--- config.mk ---
export PLATFORM = sky130hd
export DESIGN_NAME = tli_arith
export DESIGN_NICKNAME = d
export VERILOG_FILES = /design/src/rtl/tli_pkg.sv /design/src/rtl/tli_arith.sv
export SDC_FILE = /design/constraint.sdc
export NUM_CORES = 1
export LEC_CHECK = 0
export BUFFER_PORTS_ARGS = -buffer_cell sky130_fd_sc_hd__buf_2
export CELL_PAD_IN_SITES_DETAIL_PLACEMENT = 2
export CELL_PAD_IN_SITES_GLOBAL_PLACEMENT = 2
export CORE_AREA = 2 2 219 275
export CTS_CLUSTER_SIZE = 30
export DETAILED_ROUTE_END_ITERATION = 8
export DIE_AREA = 0 0 221 277
export PLACE_DENSITY_LB_ADDON = 0.08
export REMOVE_ABC_BUFFERS = 1
export SYNTH_ARGS = -nofsm -noshare
export SYNTH_HDL_FRONTEND = slang
export SYNTH_SLANG_ARGS = --single-unit
--- constraint.sdc ---
create_clock -name aclk -period 15.6 [get_ports aclk]
set_clock_uncertainty 0.15 [all_clocks]
set_input_delay 1.56 -clock aclk [delete_from_list [all_inputs] [get_ports aclk]]
set_output_delay 1.56 -clock aclk [all_outputs]
set_load 0.01 [all_outputs]
--- src/rtl/tli_pkg.sv ---
// Shared types and constants for the table linear interpolator.
package tli_pkg;

    // Fixed field widths
    localparam int TimeW  = 32;
    localparam int VelW   = 32;
    localparam int IndexW = 12;
    localparam int CfgW   = 13;
    localparam int WordW  = 2 * VelW + TimeW;

    // Input kind codes
    localparam logic KIND_WRITE = 1'b0;
    localparam logic KIND_QUERY = 1'b1;

    // Status codes
    localparam logic STATUS_OK    = 1'b0;
    localparam logic STATUS_RANGE = 1'b1;

    // One table entry as stored in memory
    typedef struct packed {
        logic [VelW-1:0]  east;
        logic [VelW-1:0]  north;
        logic [TimeW-1:0] tstamp;
    } entry_t;

    // Top-level sequencer
    typedef enum logic [1:0] {
        S_IDLE,
        S_SCAN,
        S_ARITH,
        S_PUT
    } ctrl_state_t;

    // Multiply-divide unit sequencer
    typedef enum logic [2:0] {
        A_IDLE,
        A_MUL,
        A_LOAD,
        A_DIV,
        A_FIN
    } arith_state_t;

    // Operands handed to an interpolation unit
    typedef struct packed {
        logic             start;
        logic [VelW-1:0]  v0;
        logic [VelW-1:0]  v1;
        logic [TimeW-1:0] dt;
        logic [TimeW-1:0] span;
    } arith_req_t;

    // Result from an interpolation unit
    typedef struct packed {
        logic            done;
        logic [VelW-1:0] value;
    } arith_rsp_t;

endpackage

--- src/rtl/tli_arith.sv ---
// Iterative interpolation unit: v0 + round(|v1-v0|*dt/span) with sign, saturated.
module tli_arith (
    input  logic                aclk,
    input  logic                aresetn,
    input  tli_pkg::arith_req_t req,
    output tli_pkg::arith_rsp_t rsp
);

    localparam int VW = tli_pkg::VelW;
    localparam int TW = tli_pkg::TimeW;
    localparam int PW = VW + TW + 1;   // product plus rounding term
    localparam int QW = VW + 1;        // quotient never exceeds the magnitude

    tli_pkg::arith_state_t state_reg, state_next;
    logic [5:0]    cnt_reg, cnt_next;
    logic [VW-1:0] v0_reg, v0_next;
    logic          neg_reg, neg_next;
    logic [PW-1:0] mag_reg, mag_next;    // shifted multiplicand
    logic [TW-1:0] dt_reg, dt_next;      // multiplier, shifted right
    logic [TW-1:0] span_reg, span_next;
    logic [PW-1:0] acc_reg, acc_next;
    logic [TW-1:0] rem_reg, rem_next;
    logic [QW-1:0] sh_reg, sh_next;      // dividend bits still to shift in
    logic [QW-1:0] quo_reg, quo_next;
    logic [VW-1:0] res_reg, res_next;
    logic          done_reg, done_next;

    logic [VW:0]   diff;
    logic [TW:0]   trial;
    logic [VW+1:0] v0_ext, quo_ext, sum;

    // Sequencer state
    always_ff @(posedge aclk) begin
        if (!aresetn) begin
            state_reg <= tli_pkg::A_IDLE;
            done_reg  <= 1'b0;
        end else begin
            state_reg <= state_next;
            done_reg  <= done_next;
        end
    end

    // Datapath
    always_ff @(posedge aclk) begin
        cnt_reg  <= cnt_next;
        v0_reg   <= v0_next;
        neg_reg  <= neg_next;
        mag_reg  <= mag_next;
        dt_reg   <= dt_next;
        span_reg <= span_next;
        acc_reg  <= acc_next;
        rem_reg  <= rem_next;
        sh_reg   <= sh_next;
        quo_reg  <= quo_next;
        res_reg  <= res_next;
    end

    // Shift-add multiply, then restoring divide, one bit per cycle
    always_comb begin
        state_next = state_reg;
        cnt_next   = cnt_reg;
        v0_next    = v0_reg;
        neg_next   = neg_reg;
        mag_next   = mag_reg;
        dt_next    = dt_reg;
        span_next  = span_reg;
        acc_next   = acc_reg;
        rem_next   = rem_reg;
        sh_next    = sh_reg;
        quo_next   = quo_reg;
        res_next   = res_reg;
        done_next  = 1'b0;
        diff       = {req.v1[VW-1], req.v1} - {req.v0[VW-1], req.v0};
        trial      = {rem_reg, sh_reg[QW-1]};
        v0_ext     = {{2{v0_reg[VW-1]}}, v0_reg};
        quo_ext    = {1'b0, quo_reg};
        sum        = neg_reg ? (v0_ext - quo_ext) : (v0_ext + quo_ext);

        unique case (state_reg)
            tli_pkg::A_IDLE: begin
                if (req.start) begin
                    v0_next    = req.v0;
                    neg_next   = diff[VW];
                    mag_next   = diff[VW] ? PW'(VW'(-diff)) : PW'(diff[VW-1:0]);
                    dt_next    = req.dt;
                    span_next  = req.span;
                    // rounding term goes in first
                    acc_next   = PW'(req.span >> 1);
                    cnt_next   = '0;
                    state_next = tli_pkg::A_MUL;
                end
            end
            tli_pkg::A_MUL: begin
                if (dt_reg[0]) begin
                    acc_next = acc_reg + mag_reg;
                end
                mag_next = mag_reg << 1;
                dt_next  = dt_reg >> 1;
                cnt_next = cnt_reg + 6'd1;
                if (cnt_reg == 6'(TW - 1)) begin
                    state_next = tli_pkg::A_LOAD;
                end
            end
            tli_pkg::A_LOAD: begin
                // upper part is below the divisor, so the quotient fits QW bits
                rem_next   = acc_reg[PW-1:QW];
                sh_next    = acc_reg[QW-1:0];
                quo_next   = '0;
                cnt_next   = '0;
                state_next = tli_pkg::A_DIV;
            end
            tli_pkg::A_DIV: begin
                if (trial >= {1'b0, span_reg}) begin
                    rem_next = TW'(trial - {1'b0, span_reg});
                    quo_next = {quo_reg[QW-2:0], 1'b1};
                end else begin
                    rem_next = trial[TW-1:0];
                    quo_next = {quo_reg[QW-2:0], 1'b0};
                end
                sh_next  = sh_reg << 1;
                cnt_next = cnt_reg + 6'd1;
                if (cnt_reg == 6'(QW - 1)) begin
                    state_next = tli_pkg::A_FIN;
                end
            end
            tli_pkg::A_FIN: begin
                // saturate to 32 bits
                if (sum[VW+1:VW-1] == 3'b000 || sum[VW+1:VW-1] == 3'b111) begin
                    res_next = sum[VW-1:0];
                end else if (!sum[VW+1]) begin
                    res_next = {1'b0, {(VW-1){1'b1}}};
                end else begin
                    res_next = {1'b1, {(VW-1){1'b0}}};
                end
                done_next  = 1'b1;
                state_next = tli_pkg::A_IDLE;
            end
            default: begin
                state_next = tli_pkg::A_IDLE;
            end
        endcase
    end

    assign rsp.done  = done_reg;
    assign rsp.value = res_reg;

endmodule

After elaboration in Yosys (flattened, before gate mapping)
Index checks and enable logic that the tools add are counted.
{"block": "word_totals", "reg_bits": 367, "out_inout_bits": 33, "wordCells": 67}
{"block": "classes", "n_eq_ne": 11, "muxes": 23, "n_lt_le_gt_ge": 1, "add_sub_neg": 7, "reduce_logical": 12}
{"cell": "65-bit one-hot mux with 2 select lines", "n": 2}
{"cell": "65-bit two-way mux", "n": 3}
{"cell": "32-bit two-way mux", "n": 5}
{"cell": "33-bit one-hot mux with 2 select lines", "n": 2}
{"cell": "32-bit one-hot mux with 2 select lines", "n": 2}
{"cell": "65-bit adder", "n": 1}
{"cell": "34-bit by 33-bit adder with 34-bit output", "n": 1}
{"cell": "34-bit two-way mux", "n": 1}
{"cell": "34-bit by 33-bit subtractor with 34-bit output", "n": 1}
{"cell": "33-bit by 32-bit >= comparator with 1-bit output", "n": 1}
{"cell": "32-bit by 32-bit subtractor with 33-bit output", "n": 1}
{"cell": "32-bit negator", "n": 1}
{"cell": "32-bit subtractor", "n": 1}
{"cell": "6-bit one-hot mux with 3 select lines", "n": 1}
{"cell": "3-bit one-hot mux with 4 select lines", "n": 1}
{"cell": "3-bit two-way mux", "n": 3}
{"cell": "2-bit inequality test, second input constant", "n": 4}
{"cell": "6-bit by 1-bit adder with 6-bit output, second input constant", "n": 1}
{"cell": "3-bit by 2-bit equality test with 1-bit output, second input constant", "n": 2}
{"cell": "3-bit equality test, second input constant", "n": 2}
{"cell": "6-bit by 5-bit equality test with 1-bit output, second input constant", "n": 1}
{"cell": "6-bit equality test, second input constant", "n": 1}
{"cell": "3-bit logical NOT", "n": 2}
{"cell": "6-bit two-way mux", "n": 1}
{"cell": "8 further kinds", "n": 13}

Depth between registers and ports, before layout
Gate-level depths: netlist (run 1).
{"block": "depth", "depth_word": 5, "depth_mapped": 21}

Least setup slack after synthesis (run 1)
OpenSTA, ideal clock, no wires.
{"block": "synth_timing", "path_type": "input to register", "start": "input port req[128] (netlist name)", "end": "register dt_reg[0] (enable)", "setup_time_ns": 0.414, "t_required_ns": 15.036, "n_path_buf": 0, "cell_stages": 2, "arrival_time_ns": 10.178, "setup_slack_ns": 4.858, "cell_sequence": "nor4b_1 -> or2_2"}
{"block": "synth_between", "elab_chain_cells": 2}
{"element": "start: declaration", "line": "tli_arith.sv:5", "source": "input tli_pkg::arith_req_t req,"}
{"element": "2-bit inequality test (no line)"}
{"element": "2-bit AND reduction (no line)"}
{"element": "end signal: assignment", "line": "tli_arith.sv:49", "source": "dt_reg <= dt_next;"}
{"element": "end: declaration", "line": "tli_arith.sv:19", "source": "logic [TW-1:0] dt_reg, dt_next;"}
Every way passes these cells.
A chain may end at the register's enable or synchronous reset.

Worst setup path in the final report (run 1)
{"block": "layout_timing", "start": "register quo_reg[3]", "end": "register res_reg[5] (data pin)"}
{"block": "layout_between", "elab_chain_cells": 5}
{"element": "start: declaration", "line": "tli_arith.sv:24", "source": "logic [QW-1:0] quo_reg, quo_next;"}
{"element": "start signal: assignment", "line": "tli_arith.sv:54", "source": "quo_reg <= quo_next;"}
{"element": "34-bit by 33-bit adder with 34-bit output / 34-bit by 33-bit subtractor with 34-bit output (equally long branches)", "line": "tli_arith.sv:77", "source": "sum = neg_reg ? (v0_ext - quo_ext) : (v0_ext + quo_ext);"}
{"element": "34-bit two-way mux *", "line": "tli_arith.sv:77"}
{"element": "3-bit equality test / 3-bit logical NOT (equally long branches)", "line": "tli_arith.sv:128", "source": "if (sum[VW+1:VW-1] == 3'b000 || sum[VW+1:VW-1] == 3'b111) begin"}
{"element": "1-bit logical OR", "line": "tli_arith.sv:128"}
{"element": "32-bit two-way mux *", "line": "tli_arith.sv:128"}
{"element": "end signal: assignment", "line": "tli_arith.sv:55", "source": "res_reg <= res_next;"}
{"element": "end: declaration", "line": "tli_arith.sv:25", "source": "logic [VW-1:0] res_reg, res_next;"}
Mark *: on every way between the ends. The rest lies on a longest branch, timed or not.

==> out/qor.yml, run 1 <==
ys_warn_count: 0
synth_area_per_cell_um2: 9.514
worstPathRequired_ns: 15.77
period_minus_slack_ns: 5.927
hold_path.class: "flop to flop"
final_cells: 3536
area_growth_pct: 11.62
netlist_area_um2: 24930
drv_cap: 0
cts_tree: "done"
worst_path_max_delay_cell: "o41ai_1"
dr.pass1.iters: 4
vias_per_cell: 5.822
dieWidth_um: 221
wl_um: 82460
gp_congestion: 0.8679
grt_use_total_pct: 26.84
cts_resized: 0
drive_gt1_share_pct: 10.43
cp-end-kind: "flop"
wl_per_cell_um: 23.32
irDropWorstVdd_mv: 0.07821
postRouteAntennaNets: 0
crit_type: "flop to flop"
crit_path_max_incr_delay_ns: 0.70
synth.distinct_cells: 90
dr_total_vias: 20590
maxSlewViolCount: 0
cts-root-buf: "clkbuf_16"
syn_inst: 2620
clockBufferDepth: 3
overflow: 0
total_power_mw: 3.352
pre_cts_ws_ns: 9.634
insertion_delay_ns: 0.57
path_max_fanout: 31
fp-row-count: 100
core_area_um2: 58930
die_h_um: 277
crit_chain: "nor3_2 -> nand2_1 -> nor4_1 -> nand2_1 -> nor2_1 -> a21oi_1 -> xnor2_1 -> ha_1 -> and3_1 -> and3_1 -> o41ai_1 -> nand3b_1 -> a211o_1 -> a21o_1 -> a31oi_1 -> xor2_1 -> a21oi_2 -> buf_4 -> a31o_2"
ios: 164
ys.flop_type: "edfxtp_1"
arrival_ns: 6.10
htree_levels: 2
status: "completed"
grt_max_degree: 92
grt_pass1_wl_um: 131300
p_per_area_nw_per_um2: 120.5
hold_violations: 0
drt_iter0_drc: 686
dpl.hpwl_um: 62900
grt_pass1_vias: 23430
post_cts_buffers: 0
n_antenna_cell: 0
setup-tns-final_ns: 0
dieArea_um2: 61220
finalSetupViolCount: 0
async_flop_share_pct: 0
final_nets: 3039
clock_sinks: 367
reg2regPathDepth: 19
fmax_mhz: 168.7
path_clk_slew_ns: 0.06
leakage_nw: 11.78
dp_cells: 3459
fin_crit_sh_pct: 37.99
rsz0062_at_grt: "false"
ys_seq_elements: 367
start_util_pct: 42.30
cts_hold_buf: 0
fill_cells: 6297
fin_ws_ns: 9.673
stdcell_area_um2: 27820
antenna_found_initial: 0
start_kind: "flop"
whs_path_depth: 2
synth_edf_count: 363
ys_seq_area_share_pct: 44.05
drc: 0
dpl-instance-area_um2: 26460
cts-buffers-inserted: 43
maxSlewHeadroom_pct: 30.02
worstMarginPinSlew_ns: 1.050
io_buffers: 163
-- path summary, 6_finish.rpt --
kind	from	to	slack, ns
setup / recovery	quo_reg[3]	res_reg[5]	9.67
hold / removal	dt_reg[18]	dt_reg[17]	0.36
setup reg to reg	quo_reg[3]	res_reg[5]	9.67
hold reg to reg	dt_reg[18]	dt_reg[17]	0.36
-- power breakdown --
part / internal, mW / total [mW] / switching [mW]
sequential: 1.21 / 1.27 / 0.0538
clock: 0.582 / 1.02 / 0.433
combinational: 0.408 / 1.07 / 0.662
total: 2.20 / 3.35 / 1.15
-- layer usage --
layer / global-route usage [%] / up-vias / wire length, µm
met4: 12.08 / 0 / 3974
met5: 0 / - / 0
li1: - / 9767 / -
met3: 3.215 / 173 / 2337
met2: 50.83 / 349 / 43790
met1: 29.79 / 10300 / 32360
-- area by class of cell --
| type | instances | area (µm²) | share of cell area, % |
|---|---|---|---|
| Multi-Input combinational cell | 2016 | 13070 | 46.98 |
| Inverter | 127 | 476.7 | 1.713 |
| Tap cell | 765 | 957.2 | 3.440 |
| Clock buffer | 53 | 1176 | 4.227 |
| Timing Repair Buffer | 184 | 973.4 | 3.499 |
| Sequential cell | 367 | 10980 | 39.46 |
| Clock inverter | 24 | 187.7 | 0.6745 |
-- through the flow --
| step | hold WS, ns | utilization (%) |
|---|---|---|
| 6_report | 0.3607 | 47.21 |
| 5_1_grt | 0.3846 | 47.21 |
| 4_1_cts | 0.3583 | 47.21 |
| 3_5_place_dp | 0.3536 | 44.90 |
| 3_3_place_gp | 0.3365 | 44.90 |
| 2_1_floorplan | 0.3336 | - |
-- cell families after synthesis --
kind of cell	after synthesis	share of synthesized area (%)
flops	367	44.05
compound gates	722	18.50
mux	27	1.089
buf+inv	237	3.669
xor+xnor	189	6.701
fa+ha+maj	169	8.603
simple gates	909	17.39
-- critical path: cells and delay by family (launching register included) --
family / cells / cell delay (ns)
xor gates and xnor gates: 2 / 0.43
adders and majority gates: 1 / 0.33
AOI/OAI and AO/OA: 7 / 1.95
DFF: 1 / 0.45
and+or+nand+nor: 8 / 2.06
buffers and inverters: 1 / 0.26
-- cell usage after synthesis, drive strengths merged (7+ instances only) --
| cell type | n | share of area (%) |
|---|---|---|
| inv | 127 | 1.9 |
| nor4 | 14 | 0.50 |
| a31oi | 31 | 0.78 |
| o21ai | 161 | 3.2 |
| edfxtp | 363 | 44 |
| nand4 | 30 | 0.75 |
| xnor2 | 119 | 4.2 |
| or2 | 11 | 0.28 |
| a21o | 118 | 3.6 |
| and2 | 55 | 1.4 |
| nand2 | 370 | 5.6 |
| o31ai | 15 | 0.47 |
| xor2 | 69 | 2.4 |
| and4 | 7 | 0.25 |
| o21a | 31 | 0.94 |
| nor2 | 188 | 2.8 |
| o21bai | 21 | 0.63 |
| mux2i | 26 | 1.0 |
| a21oi | 212 | 4.3 |
| nor2b | 24 | 0.60 |
| buf | 13 | 0.30 |
| nand3 | 32 | 0.64 |
| and3 | 64 | 1.6 |
| o211ai | 20 | 0.60 |
| nand2b | 23 | 0.58 |
| a211oi | 24 | 0.74 |
| or3 | 12 | 0.30 |
| clkbuf | 97 | 1.5 |
| nor3 | 52 | 1.1 |
| ha | 165 | 8.3 |
| a211o | 10 | 0.35 |
-- cells in the final DEF (no fill, tap or decap), types with 23 or more instances in the layout --
cell type	count
nand2_1	369
buf_2	163
xor2_1	69
nand3_1	32
xnor2_1	119
a31oi_1	31
clkbuf_16	45
edfxtp_1	363
o21a_1	30
a21o_1	117
mux2i_1	26
nor2b_1	23
nor3_1	50
a211oi_1	23
nor2_1	187
and3_1	63
a21oi_1	210
nand4_1	30
o21ai_0	156
inv_1	126
and2_1	55
ha_1	165
Power figures use the tool's default switching activity.
==> run 2: changes to the inputs <==
- ABC_AREA: not set -> 1
- CORE_AREA: 2 2 219 275 -> 2 2 258 323
- DIE_AREA: 0 0 221 277 -> 0 0 260 325
- clock period: 15.6 -> 5.2 ns (I/O delays scaled with it)
==> run 2 against run 1 <==
- fmax rose by 23%
- clock-buffer cell count fell by 1
- cell count rose by 37%
- first-iteration DRC count rose by 55%
- power rose to 3.9 times the previous value
- utilization fell by 9.1 points
- sequential share of layout area fell by 4.0 points
- critical path type unchanged
- critical endpoint is now res_reg[0]
- largest cell class unchanged
==> out/qor.yml, run 2 <==
grt_max_degree: 81  # -12%
drv_cap: 0  # unchanged
stdcell_area_um2: 30960  # +11%
dpl.hpwl_um: 84600  # +34%
mostFrequentLayoutCell: "nand2_1"
synthSimpleGateAreaFrac_pct: 26.30  # +8.9 points
clockBufferDepth: 3  # unchanged
maxSlewViolCount: 0  # unchanged
drc: 0  # unchanged
drive_gt1_share_pct: 8.557  # -1.9 points
postRouteAntennaNets: 0  # unchanged
worst_path_max_delay_cell: "edfxtp_1"
crit_path_max_incr_delay_ns: 0.43  # -0.27 ns
fp-row-count: 117  # +17%
period_minus_slack_ns: 4.818  # -1.109 ns
syn_inst: 3512  # +34%
antenna_found_initial: 3  # +3
final_cell_mix: "nand2_1, inv_1, nor2_1"
register_area_um2: 10980  # unchanged
path_max_fanout: 31  # unchanged
r2r_start: "quo_reg[0]"
p_per_area_nw_per_um2: 423.7  # +250%
holdWs_ns: 0.05100  # -0.3097 ns
leakage_nw: 14.09  # +20%
grt_pass1_wl_um: 161800  # +23%
worst_r2r_endpoint: "res_reg[0]"
wl_um: 105400  # +28%
critical_path.top_delay_family: "simple AND/OR/NAND/NOR gates"
clock_sinks: 367  # unchanged
htree_levels: 2  # unchanged
synth_top_family_by_area: "simple AND/OR/NAND/NOR gates"
fin_ws_ns: 0.3822  # -9.291 ns
synthXorXnorAreaFrac_pct: 4.853  # -1.8 points
cp-end-kind: "flop"
cts-buffers-inserted: 45  # +4.7%
synth_area_leaders: "edfxtp_1, nand2_1, ha_1"
worstPathRequired_ns: 5.40  # -10.37 ns
synth_edf_count: 363  # unchanged
fmax_mhz: 207.6  # +23%
synth_area_per_cell_um2: 7.597  # -20%
setup-tns-final_ns: 0  # unchanged
final_nets: 4029  # +33%
synth_commonest_cells: "nand2_1, inv_1, nor2_1"
io_buffers: 163  # unchanged
dpl-instance-area_um2: 28820  # +8.9%
hold_violations: 0  # unchanged
cts_tree: "done"
hold_path.class: "primary input to flop"
grt_pass1_vias: 27450  # +17%
fill_cells: 9476  # +50%
gp_congestion: 0.8763  # +0.97%
synth_compound_area_share_pct: 11.06  # -7.4 points
path_clk_slew_ns: 0.06  # about the same
irDropWorstVdd_mv: 0.2601  # +230%
reg2regPathDepth: 27  # +8
multiInputGateArea_um2: 13540  # +3.6%
vias_per_cell: 5.069  # -13%
overflow: 0  # unchanged
maxSlewHeadroom_pct: 28.66  # -1.4 points
hold_end: "dt_reg[23]"
fin_crit_sh_pct: 92.65  # +55 points
dieArea_um2: 84500  # +38%
crit_start: "quo_reg[0]"
ios: 164  # unchanged
start_kind: "flop"
arrival_ns: 5.02  # -1.08 ns
worstMarginPinSlew_ns: 1.070  # +0.02028 ns
ys_seq_elements: 367  # unchanged
netlist_area_um2: 26680  # +7.0%
dieWidth_um: 260  # +18%
crit_type: "flop to flop"
synth.distinct_cells: 56  # -38%
cts-root-buf: "clkbuf_16"
start_util_pct: 32.84  # -9.5 points
ys_seq_area_share_pct: 41.15  # -2.9 points
ys_warn_count: 0  # unchanged
path_buf_inv: 6  # +5
yosys.area.top_type: "edfxtp_1"
drt_iter0_drc: 1060  # +55%
synthAdderAreaFrac_pct: 8.038  # -0.57 points
insertion_delay_ns: 0.62  # +0.05 ns
wl_per_cell_um: 21.80  # -6.5%
area_growth_pct: 16.05
status: "completed"
ys.flop_type: "edfxtp_1"
core_area_um2: 81250  # +38%
async_flop_share_pct: 0  # unchanged
whs_path_depth: 3  # +1
die_h_um: 325  # +17%
finalSetupViolCount: 0  # unchanged
r2r_setup_slack_ns: 0.38  # -9.29 ns
synthMostInstantiatedCell: "nand2_1"
grt_use_total_pct: 24.96  # -1.9 points
dr_total_vias: 24510  # +19%
pre_cts_ws_ns: 0.03407  # -9.599 ns
synth_top_area_share_pct: 40.85  # -2.9 points
synthMuxAreaShare_pct: 0  # -1.1 points
hold_start: "req[55]"
dr.pass1.iters: 5  # +1
-- run 2: changes by cell type in the layout (fill, tap and decap cells not counted), sizes merged, moves of 28 or more --
| cell | delta |
|---|---|
| dlygate4sd3 | +47 |
| xor2 | +28 |
| nand3b | +35 |
| xnor2 | -69 |
| and2 | -51 |
| nand2 | +663 |
| o21ai | +29 |
| a21o | -101 |
| and3 | -62 |
| nand3 | +124 |
| inv | +403 |
| nor2 | +201 |
-- run 2: kinds of logic (layout without fill, tap and decap cells) --
group                    count (synthesis)  after routing
AND/OR/NAND/NOR                       1708           1708
buffers and inverters                  595            846
AO/OA/AOI/OAI                          526            526
flip-flops                             367            367
adder cells (fa/ha/maj)                169            169
XOR/XNOR                               147            147
other                                    0              1
-- run 2: final cells by class --
class,instances,area share (%)
Sequential cell,367,35.46
Inverter,529,6.421
Timing Repair Buffer,236,4.946
Clock inverter,29,1.305
Tap cell,1071,4.328
Multi-Input combinational cell,2550,43.74
Clock buffer,52,3.790
Antenna cell,1,0.008081
-- run 2: worst min-delay path, stage by stage --
cell,delay (ns)
buf_2,0.08
nand2_1,0.04
nand2_1,0.04
-- run 2: power by group --
part	internal [mW]	total (mW)	switching, mW
sequential	3.96	4.30	0.333
combinational	1.69	5.33	3.64
clock	2.11	3.49	1.38
total	7.76	13.1	5.35
-- run 2: what timing repair did --
| item | 4_1_cts | 5_1_grt |
|---|---|---|
| pin swaps | 0 | 2 |
| resized for setup | 1 | 21 |
| hold endpoints to repair | 47 | 0 |
| hold buffers | 47 | 0 |
| setup buffers | 0 | 2 |
| setup endpoints to repair | 7 | 32 |
-- run 2: per-stage QoR --
stage	utilization, %	std cells	power (mW)
3_3_place_gp	35.47	4704	9.440
2_1_floorplan	-	3446	7.704
5_1_grt	38.11	4835	14.03
6_report	38.11	4835	13.12
4_1_cts	37.99	4832	13.26
3_5_place_dp	35.47	4704	9.641
-- run 2: worst max-delay path by stage --
stage            endpoint  slack, ns  depth (start not counted)
6_report       res_reg[0]       0.38                         27
5_1_grt        res_reg[4]      -0.02                         27
4_1_cts        res_reg[1]       0.01                         25
3_5_place_dp   res_reg[1]       0.03                         26
3_3_place_gp   res_reg[1]       0.26                         26
2_1_floorplan   sh_reg[1]      -4.93                          5
-- run 2: layer usage --
| layer | track usage [%] | wire (µm) | up-vias |
|---|---|---|---|
| met5 | 0 | 13 | - |
| met4 | 7.596 | 3383 | 2 |
| met3 | 3.218 | 4388 | 125 |
| met2 | 44.11 | 51880 | 348 |
| met1 | 31.35 | 45730 | 12110 |
| li1 | - | - | 11920 |
